--- src/rtl/odw_ram.sv ---
// ----------------------------------------------------------------------------
// odw_ram
// Generic single-write, single-read RAM with registered read data.
// ----------------------------------------------------------------------------
`default_nettype none

module odw_ram #(
    parameter int WIDTH = 8,
    parameter int DEPTH = 16
) (
    input  wire logic                                     i_clk,
    input  wire logic                                     i_we,
    input  wire logic [((DEPTH > 1) ? $clog2(DEPTH) : 1)-1:0] i_waddr,
    input  wire logic [WIDTH-1:0]                         i_wdata,
    input  wire logic                                     i_re,
    input  wire logic [((DEPTH > 1) ? $clog2(DEPTH) : 1)-1:0] i_raddr,
    output logic      [WIDTH-1:0]                         o_rdata
);

    logic [WIDTH-1:0] r_mem [DEPTH];
    logic [WIDTH-1:0] r_rdata;

    always_ff @(posedge i_clk) begin
        if (i_we) begin
            r_mem[i_waddr] <= i_wdata;
        end
        if (i_re) begin
            r_rdata <= r_mem[i_raddr];
        end
    end

    assign o_rdata = r_rdata;

endmodule

`default_nettype wire

--- config.mk ---
export PLATFORM = sky130hd
export DESIGN_NAME = odw_ram
export DESIGN_NICKNAME = d
export VERILOG_FILES = /design/src/rtl/odw_ram.sv
export SDC_FILE = /design/constraint.sdc
export NUM_CORES = 1
export LEC_CHECK = 0
export BUFFER_PORTS_ARGS = -buffer_cell sky130_fd_sc_hd__buf_2
export CAP_MARGIN = 5
export CORE_ASPECT_RATIO = 0.8
export CORE_MARGIN = 2
export CORE_UTILIZATION = 47
export DETAILED_ROUTE_END_ITERATION = 10
export GPL_TIMING_DRIVEN = 1
export PLACE_DENSITY = 0.69
export SLEW_MARGIN = 20
export SYNTH_ARGS = -nofsm -noshare
export SYNTH_HDL_FRONTEND = slang
export SYNTH_SLANG_ARGS = --single-unit
export TNS_END_PERCENT = 5
--- constraint.sdc ---
create_clock -name i_clk -period 3.35 [get_ports i_clk]
set_input_delay 0 -clock i_clk [delete_from_list [all_inputs] [get_ports i_clk]]
set_output_delay 0 -clock i_clk [all_outputs]
set_load 0.02 [all_outputs]
### After elaboration in Yosys (flattened, before gate mapping)

Memory sizes are Yosys's and may differ from the RTL's. A register that Yosys moved wholly into a read port is not among the register bits.
Cells that the tools add are included.

* ROM bits: 0
* bits in writable memories: 128
* register bits: 0
* bits of input ports: 19
* word-level logic and storage cells: 3
* output and inout port bits: 8
* memories: 1
* bits in latches: 0

Memory list
* r_mem: words 16, bits a word 8, rd ports 1, clocked after memory_dff 1, write ports 1, RTL line 20 `logic [WIDTH-1:0] r_mem [DEPTH];`

* reduce and logical (&&, ||, !) cells: 0
* $mul: 0
* eq/ne operators: 0
* multiplexer cells: 2
* order comparisons: 0
* $add $sub $neg: 0
* bitwise logic cells: 0
* div/mod/pow operators: 0
* shift operators: 0

Operator list (number)
* 2-to-1 mux 1 bit: 2

### Depth between registers and ports, before layout

Gate-level depths: netlist of the first run.

* depth after elaboration: 2
* gate-level depth with buffers: 5
* gate-level depth less buffers: 3

### Worst setup path after synthesis of the first run

Ideal clock, no wire load.

* kind: input-to-reg
* from: in i_waddr[2] (netlist name)
* to: mem r_mem[0][0], enable pin
* setup slack: 1857 ps
* buffers on the path: 0
* arrival: 1110 ps
* stages on the path: 2
* setup time: 383 ps
* path through: or3b_2 nor3_1

RTL lines
* from (decl): RTL line 13 `input wire logic [((DEPTH > 1) ? $clog2(DEPTH) : 1)-1:0] i_waddr,`
* to (decl): RTL line 20

Straight into the memory's write port.

==> out/results.tsv, run 1 <==
metric	value	unit
synthesized flop and latch total	136	
cell area after layout	0.006150	mm²
DR DRC count	0	
initial antenna violation count	0	
placer congestion estimate	0.7790	
# rows	34	
Required @ worst endpoint	3510	ps
Detail Route Antenna Nets	0	
Peak VDD IR	0.4359	mV
WL per Instance	22.38	µm
Detailed Route WL	9736	µm
final net count	297	
Root Driver	clkbuf_16	
Synth Warn #	0	
Synth Area per Inst	22.83	µm²
post-synthesis instance total	229	
cell taking the most area after synthesis	edfxtp_1	
die area	0.01199	mm²
final worst path period share	48.97	%
synth unique cells	18	
Area after DPL	0.005489	mm²
starting density of the core	48.19	%
status	complete, no violations	
top cell type's share of synthesized area	78.12	%
routed vias	2482	
fin cells	435	
core area	0.01085	mm²
pin count of the biggest net entering global routing	33	
hold crit path type	input pin to register	
critical path arrival	1800	ps
total power	0.003904	W
num ports	27	
predominant post-synthesis flop cell	edfxtp_1	
Clock Path Buffers	2	
most frequent cell after synthesis	edfxtp_1	
final worst slack	1710	ps
clock insertion delay at the later pin of the skew report	410	ps
Slew Viols, Final	0	
EDFF count, synth	136	
Vias/cell	5.706	
final setup TNS	0	ps
Worst-path clk slew	60	ps
top post-synthesis cells by count	136 x edfxtp_1, 18 x mux4_2, 16 x a22oi_1	
gr usage total	18.24	%
crit path kind	input pin to register	
Max H-tree Level	4	
TritonCTS clock tree	yes	
cts bufs inserted	17	
CTS sink count	136	
Slew headroom	36.19	%
PostCTS Resize Cnt	0	
Iteration-0 DRC Markers	352	
filler instances	822	
Die W	121.9	µm
Final HPWL DP	6110	µm
Synth Cell Area	0.005228	mm²
Pwr per Cell Area	634.8	mW/mm²
share of cells above drive strength 1	26.12	%
RSZ-0062 raised after global routing	no	
post-synthesis async set-or-reset flop share	0	%
top post-synthesis cells by area	edfxtp_1 78%, mux4_2 7.8%, mux4_1 7.0%	
CP Capture Type	register	
drt pass-1 iters	4	
Max Cap Viol	0	
Final Setup Violations	0	
Antenna diodes	0	
placed cell count	394	
pre-CTS setup slack	1237	ps
fin crit period	1640	ps
die height	98.33	µm
global route overflow	0	
first-pass GRT wire length	14860	µm
nature of the critical path startpoint	input pin	
Area growth syn-to-layout	17.64	%
final hold violation count	0	
number of port buffers	26	
Leak	2.052	nW
vias in the first global route	2454	
Setup Skew	7.280	ps
f_max	0.6096	GHz
Net Count, Synth	248	
register area share after synthesis	78.12	%
Tightest Pin Transition	953.6	ps
crit path max fanout	23	
[layout make-up]
type                       count  area [µm²]  share of cell area, %
tap                          144       180.2                  2.930
sequential                   136        4084                  66.41
clock buffer                  21       440.4                  7.162
multi-input combinational     83        1057                  17.19
clock inverter                11       130.1                  2.116
timing repair buffer          40       257.7                  4.191
[worst paths after layout]
path	depth (start not counted)	start	end	slack (ps)
setup / recovery	5	i_raddr[0]	o_rdata[2]$_DFFE_PP_	1710
hold / removal	3	i_waddr[1]	r_mem[4][5]$_DFFE_PP_	160
setup reg to reg	3	r_mem[15][6]$_DFFE_PP_	o_rdata[6]$_DFFE_PP_	1840
hold reg to reg	3	r_mem[14][2]$_DFFE_PP_	o_rdata[2]$_DFFE_PP_	750
[metal layers]
layer	vias to the layer above	global-route usage [%]	routed length, µm
li1	1080	-	-
met1	1300	27.97	4627
met2	90	24.84	4276
met3	12	5.432	693
met4	0	6.897	139
met5	-	0	0
[state kept, by name (all words and copies together), names as in the netlist]
signal   count
o_rdata      8
r_mem      128
[cell families after synthesis]
group                  count (synthesis)  share of synthesized area (%)
AO/OA/AOI/OAI                         16                          2.298
buffers and inverters                 10                          1.651
flip-flops                           136                          78.12
multiplexers                          32                          14.79
AND/OR/NAND/NOR                       35                          3.136
[critical path: stages]
cell	delay, ps
buf_2	600
buf_4	350
mux4_1	570
a22oi_1	210
nand2_1	70
[layout by cell type (no fill, tap or decap)]
cell type        n
clkinv_2         5
clkbuf_16       17
clkinvlp_4       1
nand3b_1         2
nor2_1          13
and2_1           1
mux4_1          14
clkbuf_1         4
nand2_1          9
a22oi_1         16
buf_4            5
dlygate4sd3_1    9
nand2b_1         2
and2b_1          1
nand3_1          1
bufinv_16        3
clkinv_1         2
or3b_2           1
edfxtp_1       136
nor2b_1          1
buf_2           26
nor3_1           4
mux4_2          18
[through the flow]
step	hold slack, ps	util, %
final	162.6	56.69
after global routing	178.1	56.69
after CTS	137.9	56.69
after detailed placement	373.9	50.60
after global placement	383.2	50.60
after floorplan	98.87	-
[timing repair]
action                                 CTS  global route
hold buffers                             9             0
buffers inserted                         0             0
endpoints found under the hold margin  136             0
[report_power, final]
| part | switching (W) | internal (W) |
|---|---|---|
| clock network | 0.000637 | 0.00116 |
| logic | 0.000106 | 0.0000745 |
| registers | 0.0000109 | 0.00192 |
| total | 0.000754 | 0.00315 |
Note: power is estimated with default switching activity, not from simulation.
==> run 2, diff against run 1 <==
clock period = 1.65 ns   (was 3.35 ns; I/O delays follow)
==> out/results.tsv, run 2 (same netlist as run 1, synthesis figures left out) <==
metric	value	unit	change
Clock Path Buffers	2		unchanged
core area	0.01085	mm²	unchanged
final hold slack	151.4	ps	was 162.6 ps
nature of the critical path startpoint	register		was input pin
final hold violation count	0		unchanged
gr usage total	17.38	%	was 18.24%
fin cells	453		was 435
Crit path largest cell delay	460	ps	was 600 ps
sequential share of power	46.7	%	was 49.4%
Peak VDD IR	0.6507	mV	was 0.4359 mV
Worst-path clk slew	60	ps	about the same
num ports	27		unchanged
WL per Instance	21.14	µm	was 22.38 µm
number of port buffers	26		unchanged
crit path kind	register to register		was input pin to register
Int Power	0.006750	W	was 0.003150 W
Slew Viols, Final	0		unchanged
Vias/cell	5.492		was 5.706
Final Setup Violations	0		unchanged
Combinational Power Share	4.6	%	about the same
Largest Register	r_mem		unchanged
Root Driver	clkbuf_16		unchanged
reported net switching power	0.001635	W	was 0.0007541 W
commonest non-fill, non-tap cell in the layout	edfxtp_1		unchanged
Final HPWL DP	6024	µm	was 6110 µm
Buf/Inv on CP	0		was 2
initial antenna violation count	1		was 0
final net count	314		was 297
Setup Skew	6.955	ps	was 7.280 ps
Die W	121.9	µm	unchanged
critical path arrival	1620	ps	was 1800 ps
final setup TNS	0	ps	unchanged
Critical Path, Cell by Cell	mux4_2 -> a22oi_1 -> nand2_1		was buf_2 -> buf_4 -> mux4_1 -> a22oi_1 -> nand2_1
first-pass GRT wire length	14460	µm	was 14860 µm
die area	0.01199	mm²	unchanged
filler instances	797		was 822
Max H-tree Level	4		unchanged
TritonCTS clock tree	yes		unchanged
status	complete, no violations		unchanged
delay-heaviest family, CP	multiplexers		was buffers and inverters
Max Cap Viol	0		unchanged
drt pass-1 iters	4		unchanged
routed vias	2488		was 2482
CP Capture Type	register		unchanged
clock insertion delay at the later pin of the skew report	410	ps	about the same
most frequent cells in the layout	136 x edfxtp_1, 26 x buf_2, 20 x buf_4, 18 x mux4_2, 17 x clkbuf_16		was 136 x edfxtp_1, 26 x buf_2, 18 x mux4_2, 17 x clkbuf_16, 16 x a22oi_1
Slew headroom	72.12	%	was 36.19%
DR DRC count	0		unchanged
Area growth syn-to-layout	22.16	%	was 17.64%
fin crit period	1470	ps	
Tightest Pin Transition	418.2	ps	was 953.6 ps
# rows	34		unchanged
Pwr per Cell Area	1313	mW/mm²	was 634.8 mW/mm²
Detail Route Antenna Nets	0		unchanged
slowest cell on the critical path	mux4_2		was buf_2
final worst slack	180.4	ps	was 1710 ps
starting density of the core	48.19	%	unchanged
die height	98.33	µm	unchanged
final core utilization	58.87	%	was 56.69%
placer congestion estimate	0.7212		was 0.7790
RSZ-0062 raised after global routing	no		unchanged
final worst path period share	89.07	%	
Required @ worst endpoint	1800	ps	was 3510 ps
pre-CTS setup slack	151.6	ps	was 1237 ps
crit path max fanout	1		was 23
f_max	0.6805	GHz	
placed cell count	411		was 394
global route overflow	0		unchanged
share of cells above drive strength 1	32.14	%	was 26.12%
Iteration-0 DRC Markers	223		was 352
hold crit path type	input pin to register		unchanged
cts bufs inserted	17		unchanged
Detailed Route WL	9575	µm	was 9736 µm
max reg flops	128		unchanged
clock power share	48.7	%	was 45.9%
vias in the first global route	2520		was 2454
switching fraction of total power	19.50	%	was 19.32%
CTS sink count	136		unchanged
pin count of the biggest net entering global routing	33		unchanged
Leak	2.181	nW	was 2.052 nW
-- run 2: repair_timing --
action | 4_1_cts | 5_1_grt
hold buffers | 9 | 0
buffers inserted | 0 | 0
gates resized for setup | 0 | 0
hold endpoints to repair | 136 | 0
-- run 2: path summary, 6_finish.rpt --
path	from	endpoint	slack [ps]	cells past startpoint
max	r_mem[2][6]$_DFFE_PP_	o_rdata[6]$_DFFE_PP_	180	3
min reg2reg	r_mem[11][1]$_DFFE_PP_	o_rdata[1]$_DFFE_PP_	750	3
min	i_waddr[0]	r_mem[0][0]$_DFFE_PP_	150	3
max reg2reg	r_mem[2][6]$_DFFE_PP_	o_rdata[6]$_DFFE_PP_	180	3
-- run 2: area by class of cell --
cell class / count / area (µm²) / area share [%]
well taps: 144 / 180.2 / 2.821
flip-flops and latches: 136 / 4084 / 63.95
clock inverters: 15 / 226.5 / 3.546
multi-input cells: 83 / 1057 / 16.56
clock buffers: 17 / 425.4 / 6.661
diodes: 1 / 2.502 / 0.03918
repair buffers: 57 / 410.4 / 6.426
-- run 2: layer usage --
| metal | vias to the layer above | track usage [%] | share of wire, % |
|---|---|---|---|
| met3 | 11 | 7.827 | 7.8 |
| met1 | 1256 | 24.29 | 44 |
| met2 | 102 | 24.88 | 47 |
| li1 | 1119 | - | - |
| met5 | - | 0 | 0 |
| met4 | 0 | 5.128 | 0.89 |
-- run 2: worst min-delay path, cell delays in order --
cell,delay [ps]
buf_2,140
nor3_1,70
buf_4,180
-- run 2: power by group through the flow --
stage | logic (W) | clock network (W) | registers [W]
2_1_floorplan | 0.000196 | 0 | 0.00400
3_3_place_gp | 0.000367 | 0 | 0.00398
3_5_place_dp | 0.000374 | 0 | 0.00399
4_1_cts | 0.000392 | 0.00416 | 0.00392
5_1_grt | 0.000422 | 0.00431 | 0.00392
6_report | 0.000388 | 0.00408 | 0.00392
-- run 2: metrics by stage --
step / cell area (µm²) / total power, W
6_report: 6386 / 0.008385
4_1_cts: 6384 / 0.008465
3_3_place_gp: 5642 / 0.004349
2_1_floorplan: 5228 / 0.004197
3_5_place_dp: 5642 / 0.004361
5_1_grt: 6384 / 0.008654
