**src/rtl/odw_pkg.sv**
```systemverilog
// ----------------------------------------------------------------------------
// odw_pkg
// Shared types, constants and helpers for the ordered digest window.
// ----------------------------------------------------------------------------
`default_nettype none

package odw_pkg;

    localparam int WINDOW_DEPTH = 256;

    localparam int CMD_W = 2;
    localparam int IDX_W = 32;
    localparam int DIG_W = 64;
    localparam int CAP_W = 9;
    localparam int OUT_W = 2;
    localparam int CNT_W = 32;

    localparam int WORD_W = IDX_W + DIG_W;
    localparam int ADDR_W = (WINDOW_DEPTH > 1) ? $clog2(WINDOW_DEPTH) : 1;
    // slot numbers stay below min(capacity, depth)
    localparam int POS_W  = (ADDR_W < CAP_W) ? ADDR_W : CAP_W;

    localparam logic [CAP_W-1:0] CAP_RESET = CAP_W'(256);
    localparam logic [CAP_W-1:0] CAP_LIMIT = CAP_W'(WINDOW_DEPTH > 511 ? 511 : WINDOW_DEPTH);

    localparam logic [CMD_W-1:0] CMD_NOTE  = 2'd0;
    localparam logic [CMD_W-1:0] CMD_CHECK = 2'd1;
    localparam logic [CMD_W-1:0] CMD_CLEAR = 2'd2;

    localparam logic [OUT_W-1:0] OUT_ABSENT  = 2'd0;
    localparam logic [OUT_W-1:0] OUT_AGREES  = 2'd1;
    localparam logic [OUT_W-1:0] OUT_DIFFERS = 2'd2;

    // configuration as seen by the sequencer
    typedef struct packed {
        logic             wr;   // register written this cycle: empty the window
        logic [CAP_W-1:0] cap;  // effective capacity, clamped to the depth
    } t_cfg;

    typedef struct packed {
        logic              we;
        logic              re;
        logic [ADDR_W-1:0] addr;
        logic [WORD_W-1:0] wdata;
    } t_mem_req;

    // physical slot of logical position pos; base < cap and pos < cap
    function automatic logic [POS_W-1:0] odw_wrap(input logic [POS_W-1:0] base,
                                                  input logic [CAP_W-1:0] pos,
                                                  input logic [CAP_W-1:0] cap);
        logic [CAP_W:0] sum;
        sum = (CAP_W+1)'(base) + (CAP_W+1)'(pos);
        if (sum >= (CAP_W+1)'(cap)) begin
            sum = sum - (CAP_W+1)'(cap);
        end
        return POS_W'(sum);
    endfunction

endpackage

`default_nettype wire

```
**src/rtl/odw_ctrl.sv**
```systemverilog
// ----------------------------------------------------------------------------
// odw_ctrl
// Command sequencer: ring pointers, note compare/append, binary search.
// ----------------------------------------------------------------------------
`default_nettype none

module odw_ctrl
    import odw_pkg::*;
(
    input  wire logic              i_clk,
    input  wire logic              i_rst_n,
    input  wire logic              i_start,
    input  wire logic [CMD_W-1:0]  i_command,
    input  wire logic [IDX_W-1:0]  i_sample_index,
    input  wire logic [DIG_W-1:0]  i_sample_digest,
    input  wire t_cfg              i_cfg,
    output t_mem_req               o_mem,
    input  wire logic [WORD_W-1:0] i_rd_word,
    output logic                   o_busy,
    output logic                   o_strobe,
    output logic [OUT_W-1:0]       o_check_outcome,
    output logic [CAP_W-1:0]       o_entries_held,
    output logic [CNT_W-1:0]       o_evicted_count
);

    typedef enum logic [1:0] {
        S_IDLE,
        S_NOTE_CMP,
        S_SEARCH
    } t_state;

    t_state             r_state;
    logic [CAP_W-1:0]   r_fill;
    logic [POS_W-1:0]   r_oldest;
    logic [CNT_W-1:0]   r_evict;
    logic [IDX_W-1:0]   r_idx;
    logic [DIG_W-1:0]   r_dig;
    logic [POS_W-1:0]   r_slot;
    logic [CAP_W-1:0]   r_lo;
    logic [CAP_W-1:0]   r_hi;
    logic [CAP_W-1:0]   r_mid;
    logic               r_strobe;
    logic [OUT_W-1:0]   r_outcome;
    logic [CAP_W-1:0]   r_held;
    logic [CNT_W-1:0]   r_evicted;

    logic               accept;
    logic               win_on;
    logic               full;
    logic [POS_W-1:0]   last_slot;
    logic [POS_W-1:0]   app_slot;
    logic [CAP_W-1:0]   app_fill;
    logic [POS_W-1:0]   app_oldest;
    logic [CNT_W-1:0]   app_evict;
    logic [CAP_W-1:0]   first_mid;
    logic [IDX_W-1:0]   rd_idx;
    logic [DIG_W-1:0]   rd_dig;
    logic               hit;
    logic               go_up;
    logic [CAP_W-1:0]   n_lo;
    logic [CAP_W-1:0]   n_hi;
    logic [CAP_W:0]     mid_sum;
    logic [CAP_W-1:0]   n_mid;
    logic               more;
    logic [OUT_W-1:0]   hit_outcome;
    logic               n_strobe;

    assign accept = i_start && (r_state == S_IDLE) && !i_cfg.wr;
    assign win_on = (i_cfg.cap != '0);
    assign full   = (r_fill == i_cfg.cap);

    assign rd_idx = i_rd_word[WORD_W-1 -: IDX_W];
    assign rd_dig = i_rd_word[DIG_W-1:0];

    always_comb begin
        last_slot  = odw_wrap(r_oldest, r_fill - CAP_W'(1), i_cfg.cap);
        first_mid  = r_fill >> 1;
        // appending to a full ring reuses the oldest slot
        app_slot   = full ? r_oldest : odw_wrap(r_oldest, r_fill, i_cfg.cap);
        app_fill   = full ? r_fill : r_fill + CAP_W'(1);
        app_oldest = r_oldest;
        app_evict  = r_evict;
        if (full) begin
            app_oldest = ((CAP_W'(r_oldest) + CAP_W'(1)) == i_cfg.cap) ? '0
                         : r_oldest + POS_W'(1);
            app_evict  = (r_evict == '1) ? r_evict : r_evict + CNT_W'(1);
        end
    end

    // one probe per cycle: next midpoint is issued while this one is judged
    always_comb begin
        hit         = (rd_idx == r_idx);
        go_up       = (rd_idx < r_idx);
        n_lo        = go_up ? r_mid + CAP_W'(1) : r_lo;
        n_hi        = go_up ? r_hi : r_mid;
        mid_sum     = (CAP_W+1)'(n_lo) + (CAP_W+1)'(n_hi);
        n_mid       = mid_sum[CAP_W:1];
        more        = (n_lo < n_hi);
        hit_outcome = (rd_dig == r_dig) ? OUT_AGREES : OUT_DIFFERS;
    end

    // strobe from idle unless RAM must be read; else when compare/search ends
    always_comb begin
        n_strobe = 1'b0;
        if (!i_cfg.wr) begin
            case (r_state)
                S_IDLE: begin
                    n_strobe = accept && !(win_on && (r_fill != '0) &&
                               (i_command inside {CMD_NOTE, CMD_CHECK}));
                end
                S_NOTE_CMP: begin
                    n_strobe = 1'b1;
                end
                S_SEARCH: begin
                    n_strobe = hit || !more;
                end
                default: begin
                    n_strobe = 1'b0;
                end
            endcase
        end
    end

    always_comb begin
        o_mem.we    = 1'b0;
        o_mem.re    = 1'b0;
        o_mem.addr  = '0;
        o_mem.wdata = {r_idx, r_dig};
        case (r_state)
            S_IDLE: begin
                o_mem.wdata = {i_sample_index, i_sample_digest};
                if (accept && win_on && (r_fill != '0)) begin
                    if (i_command == CMD_NOTE) begin
                        o_mem.re   = 1'b1;
                        o_mem.addr = ADDR_W'(last_slot);
                    end else if (i_command == CMD_CHECK) begin
                        o_mem.re   = 1'b1;
                        o_mem.addr = ADDR_W'(odw_wrap(r_oldest, first_mid, i_cfg.cap));
                    end
                end else if (accept && win_on && (i_command == CMD_NOTE)) begin
                    o_mem.we   = 1'b1;
                    o_mem.addr = ADDR_W'(app_slot);
                end
            end
            S_NOTE_CMP: begin
                if (hit) begin
                    o_mem.we   = 1'b1;
                    o_mem.addr = ADDR_W'(r_slot);
                end else if (go_up) begin
                    o_mem.we   = 1'b1;
                    o_mem.addr = ADDR_W'(app_slot);
                end
            end
            S_SEARCH: begin
                if (!hit && more) begin
                    o_mem.re   = 1'b1;
                    o_mem.addr = ADDR_W'(odw_wrap(r_oldest, n_mid, i_cfg.cap));
                end
            end
            default: begin
                o_mem.we = 1'b0;
            end
        endcase
    end

    always_ff @(posedge i_clk) begin
        if (!i_rst_n) begin
            r_state  <= S_IDLE;
            r_fill   <= '0;
            r_oldest <= '0;
            r_evict  <= '0;
            r_strobe <= 1'b0;
        end else begin
            r_strobe <= n_strobe;
            if (i_cfg.wr) begin
                r_fill   <= '0;
                r_oldest <= '0;
                r_evict  <= '0;
                r_state  <= S_IDLE;
            end else begin
                case (r_state)
                    S_IDLE: begin
                        if (accept) begin
                            r_idx     <= i_sample_index;
                            r_dig     <= i_sample_digest;
                            r_slot    <= last_slot;
                            r_lo      <= '0;
                            r_hi      <= r_fill;
                            r_mid     <= first_mid;
                            r_outcome <= OUT_ABSENT;
                            case (i_command)
                                CMD_NOTE: begin
                                    r_evicted <= r_evict;
                                    if (win_on && (r_fill != '0)) begin
                                        r_held  <= r_fill;
                                        r_state <= S_NOTE_CMP;
                                    end else if (win_on) begin
                                        r_fill <= app_fill;
                                        r_held <= app_fill;
                                    end else begin
                                        r_held <= r_fill;
                                    end
                                end
                                CMD_CHECK: begin
                                    r_held    <= r_fill;
                                    r_evicted <= r_evict;
                                    if (win_on && (r_fill != '0)) begin
                                        r_state <= S_SEARCH;
                                    end
                                end
                                CMD_CLEAR: begin
                                    r_fill    <= '0;
                                    r_oldest  <= '0;
                                    r_evict   <= '0;
                                    r_held    <= '0;
                                    r_evicted <= '0;
                                end
                                default: begin
                                    r_held    <= r_fill;
                                    r_evicted <= r_evict;
                                end
                            endcase
                        end
                    end
                    S_NOTE_CMP: begin
                        // larger index appends; equal overwrites; smaller is dropped
                        if (!hit && go_up) begin
                            r_fill    <= app_fill;
                            r_oldest  <= app_oldest;
                            r_evict   <= app_evict;
                            r_held    <= app_fill;
                            r_evicted <= app_evict;
                        end
                        r_state <= S_IDLE;
                    end
                    S_SEARCH: begin
                        if (hit) begin
                            r_outcome <= hit_outcome;
                            r_state   <= S_IDLE;
                        end else if (more) begin
                            r_lo  <= n_lo;
                            r_hi  <= n_hi;
                            r_mid <= n_mid;
                        end else begin
                            r_state <= S_IDLE;
                        end
                    end
                    default: begin
                        r_state <= S_IDLE;
                    end
                endcase
            end
        end
    end

    assign o_busy          = (r_state != S_IDLE);
    assign o_strobe        = r_strobe;
    assign o_check_outcome = r_outcome;
    assign o_entries_held  = r_held;
    assign o_evicted_count = r_evicted;

`ifndef SYNTHESIS
    a_fill_le_cap: assert property (@(posedge i_clk) disable iff (!i_rst_n)
        r_fill <= i_cfg.cap)
        else $error("fill count above capacity");

    a_oldest_in_ring: assert property (@(posedge i_clk) disable iff (!i_rst_n)
        (r_oldest == '0) || (CAP_W'(r_oldest) < i_cfg.cap))
        else $error("oldest slot outside ring");

    a_search_bounds: assert property (@(posedge i_clk) disable iff (!i_rst_n)
        (r_state == S_SEARCH) |-> ((r_lo < r_hi) && (r_hi <= r_fill) && (r_mid < r_hi)))
        else $error("search interval corrupt");

    a_note_one_cycle: assert property (@(posedge i_clk) disable iff (!i_rst_n)
        (r_state == S_NOTE_CMP) |=> (r_state == S_IDLE) && (r_strobe || $past(i_cfg.wr)))
        else $error("note compare did not finish");

    a_no_write_in_search: assert property (@(posedge i_clk) disable iff (!i_rst_n)
        (r_state == S_SEARCH) |-> !o_mem.we)
        else $error("memory write during search");
`endif

endmodule

`default_nettype wire

```
**config.mk**
```make
export PLATFORM = sky130hd
export DESIGN_NAME = odw_ctrl
export DESIGN_NICKNAME = d
export VERILOG_FILES = /design/src/rtl/odw_pkg.sv /design/src/rtl/odw_ctrl.sv
export SDC_FILE = /design/constraint.sdc
export NUM_CORES = 1
export LEC_CHECK = 0
export BUFFER_PORTS_ARGS = -buffer_cell sky130_fd_sc_hd__buf_2
export CORE_ASPECT_RATIO = 1.1
export CORE_MARGIN = 4
export CORE_UTILIZATION = 45
export CTS_CLUSTER_DIAMETER = 30
export DETAILED_ROUTE_END_ITERATION = 7
export HOLD_SLACK_MARGIN = 0.15
export PLACE_DENSITY = 0.8
export SYNTH_ARGS = -nofsm -noshare
export SYNTH_HDL_FRONTEND = slang
export SYNTH_SLANG_ARGS = --single-unit
```
**constraint.sdc**
```tcl
create_clock -name i_clk -period 9.27 [get_ports i_clk]
set_input_delay 0 -clock i_clk [delete_from_list [all_inputs] [get_ports i_clk]]
set_output_delay 0 -clock i_clk [all_outputs]
set_load 0.1 [all_outputs]
```
Word-level counts from Yosys, hierarchy flattened --
Cells that the tools add are included.
Storage, ports and cells: flip-flop bits (word level) 226, latch bits 0, bits in writable memories 0, ROM bits 0, bits of input ports 207, logic and storage cells 154, memories 0
Operators by class: add/subtract/negate cells 15, $mul 0, div/mod/pow operators 0, $lt $le $gt $ge 6, eq/ne operators 20, shifts and indexed selects 0, muxes and demuxes 66, bitwise operators 2, reduce and logical (&&, ||, !) cells 31
Operator list (count):
- $mux 9 | 19
- $mux 32 | 5
- $mux 8 | 14
- $mux 96 | 1
- $pmux 9 s2 | 5
- $eq 64x64->1 | 1
- $pmux 32 s2 | 1
- $add 32x1->32 const B | 1
- $eq 32x32->1 | 1
- $eq 32x32->1 const B | 1
- $lt 32x32->1 | 1
- $sub 8x8->8 | 4
- $add 8x9->10 | 3
- $ge 10x9->1 | 3
- $pmux 8 s3 | 1
- $reduce_and 5->1 | 4
- $add 9x1->9 const B | 2
- $eq 9x9->1 | 2
- $reduce_bool 9->1 | 2
- $mux 2 | 8
- $pmux 8 s2 | 1
- $ne 2x2->1 const B | 6
- $pmux 2 s2 | 3
- $add 9x9->10 | 1
- 24 further kinds | 50

Logic depth before layout (Yosys ltp) --
Gate-level depths: netlist of run 1.
word-level depth 8, depth in mapped cells 31, mapped depth without buffers 29

Least setup slack after synthesis of run 1 --
OpenSTA, ideal clock, no wires.
kind reg-to-output, from register r_idx[17], to output port o_mem[100] (netlist bit), arrival 8.098 ns, required time 9.270 ns, setup slack 1.172 ns, cell stages (with the launch flop) 30, buffers on the path 2, cell sequence edfxtp_1 > inv_1 > ha_1 > a21o_1 > a221o_1 > a221oi_2 > o21ai_1 > nor2_4 > clkbuf_1 > mux2i_1 > inv_1 > ha_1 > nand4b_1 > mux2_1 > a221o_1 > nor2b_1 > xnor2_1 > ha_1 > nor2b_1 > o21ai_0 > nand2b_1 > a21o_1 > a21oi_1 > xor2_1 > ha_1 > a221oi_1 > o21a_1 > buf_6 > mux2i_1 > o21ai_0
RTL lines:
- start: declaration | line odw_ctrl.sv:36 | logic [IDX_W-1:0] r_idx;
- start signal: assignment | line odw_ctrl.sv:184 | r_idx <= i_sample_index;
- end: declaration | line odw_ctrl.sv:17 | output t_mem_req o_mem,

==> impl_results.md, run 1 <==
* Outcome: finished, final reports clean
* Number of clock sinks at 226
* Initial Util at 0.459
* Length of the first detailed-routing pass in iterations at 5
* Iteration-0 DRC Markers at 1155
* Number of enable-type register cells in the synthesized netlist at 174
* Min Clock Period, post-route at 8.35 ns
* DIE HEIGHT at 205 um
* Count of input and output buffers at 357
* Count of state elements after synthesis at 226
* Critical Setup Path Class: register to output pin
* Die outline area at 38200 um^2
* Post-route antenna net violation count at 0
* Biggest area consumer among synthesized cells: sky130_fd_sc_hd__edfxtp_1
* Total global routing track utilization at 0.278
* Crit-path slowest cell: sky130_fd_sc_hd__nor2_4
* Boundary pin count at 358
* Detailed placer's ending HPWL at 37800 um
* Chip Width at 187 um
* Endpoint kind of the worst setup timing path: output pin
* Nets at 2481
* Level count of the clock H-tree at 2
* Fraction of post-synthesis cell area in the top cell type by area at 0.331
* Number of antenna violations at the first check in global routing at 3
* Worst r2r path cells at 21
* Most used flip-flop cell after synthesis: sky130_fd_sc_hd__edfxtp_1
* Library cell with the highest instance count after synthesis: sky130_fd_sc_hd__edfxtp_1
* Clock Latency Late Sink at 0.57 ns
* Maximum clock rate at 120 MHz
* Worst-case hold path end point: r_dig[36]$_DFFE_PP_
* RSZ-0062 raised after global routing: no
* Post-CTS Resized at 0
* Endpoints failing setup at 0
* Arrival @ worst endpoint at 8.35 ns
* Fraction of final layout cells with drive strength greater than 1 at 0.254
* Instance count along the most critical hold path at 2
* Syn Nets at 1979
* Sum of negative setup slack at 0 ns
* Number of unique standard cell types used by synthesis at 72
* Synth Cell Area at 15800 um^2
* Async set or reset register ratio after synthesis at 0
* Overall overflow remaining after global route at 0
* Sequential fraction of design power at 0.289
* Mean instance size in the synthesized netlist at 9.63 um^2
* Class of the tightest hold or removal check: input port to register
* Design internal power at 2.76 mW
* Part of the Yosys area used for sequential elements at 0.396
* Layout Cell Area excl Fill at 21400 um^2
* Global-route wire length before repair at 85600 um
* TritonCTS clock tree: built
* Final Routed Wirelength at 54700 um
* Clock share of power at 0.506
* Maximum capacitance violations at 0
* Worst-case headroom to the max-slew limit at 0.0980
* Worst Setup Start Kind: register
* Number of placement rows at 71
* Start point of the worst hold path: i_sample_digest[36]
* Vias per Instance at 5.83
* DR vias at 15300
* Worst setup path start: r_idx[11]$_DFFE_PP_
* Combinational fraction of design power at 0.205
* Power density cells at 185 nW/um^2
* Clock-pin slew on the worst setup and hold paths at 0.05 ns
* Required time worst endpoint at 9.27 ns
* Final Max Tran Viols at 0
* Post-synthesis cell count at 1641
* Area of the core at 34500 um^2
* Filler instances at 2650
* Hold Slack at 0.156 ns
* Growth of design area from synthesis to finish at 35.2%
* Switching pwr at 1.19 mW
* Leakage component of the power at 9.13 nW
* Buffers from clock root to sink, at most at 3
* Setup slack of the worst register-to-register path at 3.60 ns
* Critical Path Max Stage Delay at 0.63 ns
* FF-to-FF Start: r_idx[11]$_DFFE_PP_
* Root Buffer: sky130_fd_sc_hd__clkbuf_16
* Most frequent cells after synthesis: sky130_fd_sc_hd__edfxtp_1, sky130_fd_sc_hd__nor2_1, sky130_fd_sc_hd__nand2_1
* Synth Warn # at 0
* Total clock buffers created by CTS at 55
* Most prevalent standard cell on the critical path: sky130_fd_sc_hd__ha_1
* Number of global-route vias before repair at 15700
* DRC errors left at 0
* Placer Congestion at 0.936
* End of the worst register-to-register path: r_hi[8]$_DFFE_PP_
* IR drop worst, VDD at 174 uV
* Area contributors post-synth: sky130_fd_sc_hd__edfxtp_1, sky130_fd_sc_hd__ha_1, sky130_fd_sc_hd__dfxtp_1
* Total cell area at the placement stage at 18000 um^2
* Actual slew at the worst max-slew pin at 1.34 ns
* Layout Skew at 0.0288 ns
* WL per Instance at 20.8 um
* Sw Ratio at 0.301
* Worst-path fanout max at 28
* Part of the cycle the worst path needs at 0.901
* Pin count of the biggest net entering global routing at 92
* Final count of hold timing violations at 0
==> cell families (layout without fill, tap and decap cells) <==
logic type / Yosys count / in the layout / share of synthesized area
other: 0 / 3 / 0
adder cells (fa/ha/maj): 131 / 131 / 0.108
multiplexers: 110 / 110 / 0.0760
AND/OR/NAND/NOR: 523 / 523 / 0.160
flip-flops: 226 / 226 / 0.396
AO/OA/AOI/OAI: 346 / 346 / 0.139
buffers and inverters: 153 / 701 / 0.0369
XOR/XNOR: 152 / 152 / 0.0842
==> final cells by class <==
| cell class | count | area, um^2 | area share |
|---|---|---|---|
| multi-input combinational | 1262 | 9000 | 0.421 |
| clock buffer | 61 | 1430 | 0.0669 |
| inverter | 89 | 334 | 0.0156 |
| clock inverter | 42 | 503 | 0.0235 |
| sequential | 226 | 6270 | 0.293 |
| tap | 438 | 548 | 0.0256 |
| timing repair buffer | 509 | 3280 | 0.154 |
| antenna | 3 | 7.51 | 0.000351 |
==> flip-flops by register name (all words and copies together), names as in the netlist, 9 cells and up <==
signal	count
o_entries_held	9
r_fill	9
r_mid	9
r_evict	32
r_lo	9
o_evicted_count	32
r_hi	9
r_idx	32
r_dig	64
==> per-stage QoR <==
step	cells	power, mW	util	worst slack (ns)
global route	2630	4.08	0.620	0.311
detailed placement	2382	1.90	0.523	1.59
global placement	2382	1.88	0.523	1.82
CTS	2627	3.95	0.620	0.951
finish	2630	3.95	0.620	0.920
floorplan	1641	1.72	-	1.17
==> repair_timing <==
action,in CTS,in global routing
hold buffers,142,0
endpoints found under the hold margin,122,0
buffers inserted,0,0
==> power groups by stage <==
stage                     clock network, mW  logic, mW  registers [mW]
after global routing                   2.08      0.863            1.14
after CTS                              2.01      0.795            1.14
final                                  2.00      0.811            1.14
after global placement                    0      0.725            1.16
after floorplan                           0      0.533            1.19
after detailed placement                  0      0.744            1.16
==> routing by layer <==
layer,part of all wire,GRT usage
met1,0.38,0.323
met2,0.48,0.479
met3,0.078,0.0578
met4,0.062,0.157
met5,0,0
==> cells in the final DEF, fill, tap and decap left out, drive strengths merged, types with 13 or more instances in the layout <==
cell type and count:
inv 97, and2 16, nand3 53, o21ai 110, a211oi 18, mux2i 36
clkbuf 61, edfxtp 174, nor2b 22, dlygate4sd3 142, a21oi 86, ha 122
o31ai 14, nand2 134, or3 13, mux2 74, clkinv 22, a21o 22
nand2b 14, nor2 140, nor3 48, o211ai 23, xnor2 116, nand4 36
xor2 36, buf 367, dfxtp 52
==> worst max-delay path: cells and delay by family, from the launching register on <==
| family | cells | cell delay [ns] |
|---|---|---|
| adders and majority gates | 4 | 1.21 |
| and+or+nand+nor | 6 | 1.39 |
| AOI/OAI and AO/OA | 9 | 2.54 |
| DFF | 1 | 0.39 |
| muxes | 3 | 1.18 |
| xor gates and xnor gates | 2 | 0.43 |
| buffers and inverters | 3 | 0.64 |
==> how the worst max path moves through the flow <==
| stage | end | slack (ns) | depth (start not counted) |
|---|---|---|---|
| 5_1_grt | o_mem[97] | 0.31 | 27 |
| 3_3_place_gp | o_mem[97] | 1.82 | 27 |
| 4_1_cts | o_mem[97] | 0.95 | 27 |
| 6_report | o_mem[97] | 0.92 | 27 |
| 2_1_floorplan | o_mem[100] | 1.17 | 29 |
| 3_5_place_dp | o_mem[97] | 1.59 | 27 |
(Power assumes the default switching activity.)
==> run 2, diff against run 1 <==
Settings changed: CORE_UTILIZATION 45 to 35, PLACE_DENSITY 0.8 to 0.68.
==> run 2 against run 1 <==
  * Critical path depth rose by 1
  * Final area is 4.8% higher
  * Global-route usage down 6.0 points
  * Sequential power hardly changed
  * Final cell count increased by 8.0%
  * Worst setup slack worse by 0.17 ns
  * Worst hold slack gained 0.032 ns
  * Core utilization shrank 12 points
  * Largest cell class unchanged
  * Highest routed layer is now met5
==> impl_results.md, run 2 (synthesis gave the netlist of run 1 again) <==
* Sequential fraction of design power at 0.269 (-0.020)
* Most frequent cells in the layout: sky130_fd_sc_hd__buf_2, sky130_fd_sc_hd__dlygate4sd3_1, sky130_fd_sc_hd__edfxtp_1
* Boundary pin count at 358 (unchanged)
* Buffers from clock root to sink, at most at 3 (unchanged)
* RSZ-0062 raised after global routing: no
* Actual slew at the worst max-slew pin at 1.40 ns (+0.0671 ns)
* Pin count of the biggest net entering global routing at 69 (-25%)
* Endpoints failing setup at 0 (unchanged)
* Count of input and output buffers at 357 (unchanged)
* Part of the cycle the worst path needs at 0.920 (+0.0187)
* Min Clock Period, post-route at 8.52 ns (+0.174 ns)
* Final standard cell utilization of the core at 0.502 (-0.118)
* FF-to-FF Start: r_idx[17]$_DFFE_PP_
* Number of global-route vias before repair at 15400 (-1.9%)
* Layout Skew at 0.0219 ns (-0.00689 ns)
* Hold Slack at 0.188 ns (+0.0319 ns)
* Iteration-0 DRC Markers at 960 (-17%)
* Required time worst endpoint at 9.27 ns (about the same)
* Post-route antenna net violation count at 0 (unchanged)
* Start point of the worst hold path: i_sample_index[2]
* Die outline area at 48600 um^2 (+27%)
* Combinational fraction of design power at 0.193 (-0.012)
* Worst Setup Start Kind: register
* Maximum clock rate at 117 MHz (-2.0%)
* Total global routing track utilization at 0.217 (-0.0602)
* DR vias at 15100 (-1.8%)
* Clock Latency Late Sink at 0.60 ns (+0.03 ns)
* Nets at 2540 (+2.4%)
* Final Routed Wirelength at 55100 um (+0.68%)
* WL per Instance at 19.4 um (-6.8%)
* Initial Util at 0.354 (-0.104)
* Chip Width at 211 um (+13%)
* IR drop worst, VDD at 148 uV (-15%)
* Level count of the clock H-tree at 2 (unchanged)
* Largest register by flop count: r_dig
* Design internal power at 3.03 mW (+9.5%)
* Endpoint kind of the worst setup timing path: output pin
* Area of the core at 44600 um^2 (+29%)
* Clock share of power at 0.539 (+0.033)
* Outcome: finished, final reports clean
* Global-route wire length before repair at 84600 um (-1.2%)
* Critical Path Max Stage Delay at 0.69 ns (+0.06 ns)
* Commonest non-fill, non-tap cell in the layout: sky130_fd_sc_hd__buf_2
* Layout Cell Area excl Fill at 22400 um^2 (+4.8%)
* Final cell count without fillers at 2840 (+8.0%)
* Total cell area at the placement stage at 18200 um^2 (+0.99%)
* Critical Setup Path Class: register to output pin
* Setup slack of the worst register-to-register path at 3.65 ns (+0.05 ns)
* Maximum capacitance violations at 0 (unchanged)
* Power density cells at 190 nW/um^2 (+2.6%)
* Hold-fix buffer count after cts at 195 (+37%)
* Final count of hold timing violations at 0 (unchanged)
* Overall overflow remaining after global route at 0 (unchanged)
* Number of clock sinks at 226 (unchanged)
* Arrival @ worst endpoint at 8.52 ns (+0.17 ns)
* Growth of design area from synthesis to finish at 41.7%
* Sw Ratio at 0.287 (-0.0133)
* Worst-case headroom to the max-slew limit at 0.0527 (-0.0453)
* Post-CTS setup buffers at 0 (unchanged)
* Number of flip-flops under the largest register name at 64 (unchanged)
* Detailed placer's ending HPWL at 38000 um (+0.59%)
* Final setup slack of the worst path at 0.746 ns (-0.174 ns)
* Clock-pin slew on the worst setup and hold paths at 0.04 ns (about the same)
* Number of antenna violations at the first check in global routing at 7 (+4)
* Number of placed instances, taps included at 2525 (+6.0%)
* Root Buffer: sky130_fd_sc_hd__clkbuf_16
* Placer Congestion at 0.933 (-0.33%)
* Fraction of final layout cells with drive strength greater than 1 at 0.251 (-0.00357)
* Worst-path fanout max at 28 (unchanged)
* Class of the tightest hold or removal check: input port to register
* Total clock buffers created by CTS at 61 (+11%)
* DRC errors left at 0 (unchanged)
* Filler instances at 3997 (+51%)
* Vias per Instance at 5.30 (-9.0%)
* Power consumption at 4.25 mW (+7.5%)
* TritonCTS clock tree: built
* Leakage component of the power at 9.48 nW (+3.9%)
* DP Worst Slack at 1.49 ns (-0.105 ns)
* Post-CTS Resized at 0 (unchanged)
* Length of the first detailed-routing pass in iterations at 5 (unchanged)
* Most prevalent standard cell on the critical path: sky130_fd_sc_hd__ha_1
* DIE HEIGHT at 231 um (+13%)
* Final Max Tran Viols at 0 (unchanged)
* Sum of negative setup slack at 0 ns (unchanged)
* Crit path max-delay family: compound AO/OA/AOI/OAI gates
* Worst setup path start: r_idx[17]$_DFFE_PP_
* Number of placement rows at 81 (+14%)
* Switching pwr at 1.22 mW (+2.7%)
* Crit-path slowest cell: sky130_fd_sc_hd__nor2_4
* Buffers plus inverters on the worst setup path at 3 (unchanged)
[run 2: path summary, 6_finish.rpt]
check	endpoint	cells after the start
worst max-delay path	o_mem[97]	28
worst min-delay path	r_idx[2]$_DFFE_PP_	2
worst max register to register	r_hi[8]$_DFFE_PP_	21
worst min register to register	r_evict[1]$_SDFFE_PN0P_	2
[run 2: power by group through the flow]
| stage | Sequential [mW] | Clock, mW | Combinational [mW] |
|---|---|---|---|
| 2_1_floorplan | 1.19 | 0 | 0.533 |
| 3_3_place_gp | 1.16 | 0 | 0.725 |
| 3_5_place_dp | 1.16 | 0 | 0.739 |
| 4_1_cts | 1.14 | 2.32 | 0.805 |
| 5_1_grt | 1.14 | 2.39 | 0.875 |
| 6_report | 1.14 | 2.29 | 0.818 |
[run 2: area by class of cell]
type	instances	area, um^2	share of cell area
multi-input cells	1262	9000	0.402
flip-flops and latches	226	6270	0.280
repair buffers	562	3810	0.170
clock buffers	69	1590	0.0709
well taps	581	727	0.0325
clock inverters	44	644	0.0288
inverters	89	334	0.0149
diodes	7	17.5	0.000782
[run 2: routing by layer]
| metal | vias to the layer above | global-route usage | routed length [um] | part of all wire |
|---|---|---|---|---|
| met5 | - | 0 | 13 | 0.00024 |
| met4 | 2 | 0.101 | 2650 | 0.048 |
| met3 | 180 | 0.0489 | 3870 | 0.070 |
| met2 | 599 | 0.367 | 26600 | 0.48 |
| met1 | 7136 | 0.264 | 21900 | 0.40 |
| li1 | 7141 | - | - | - |
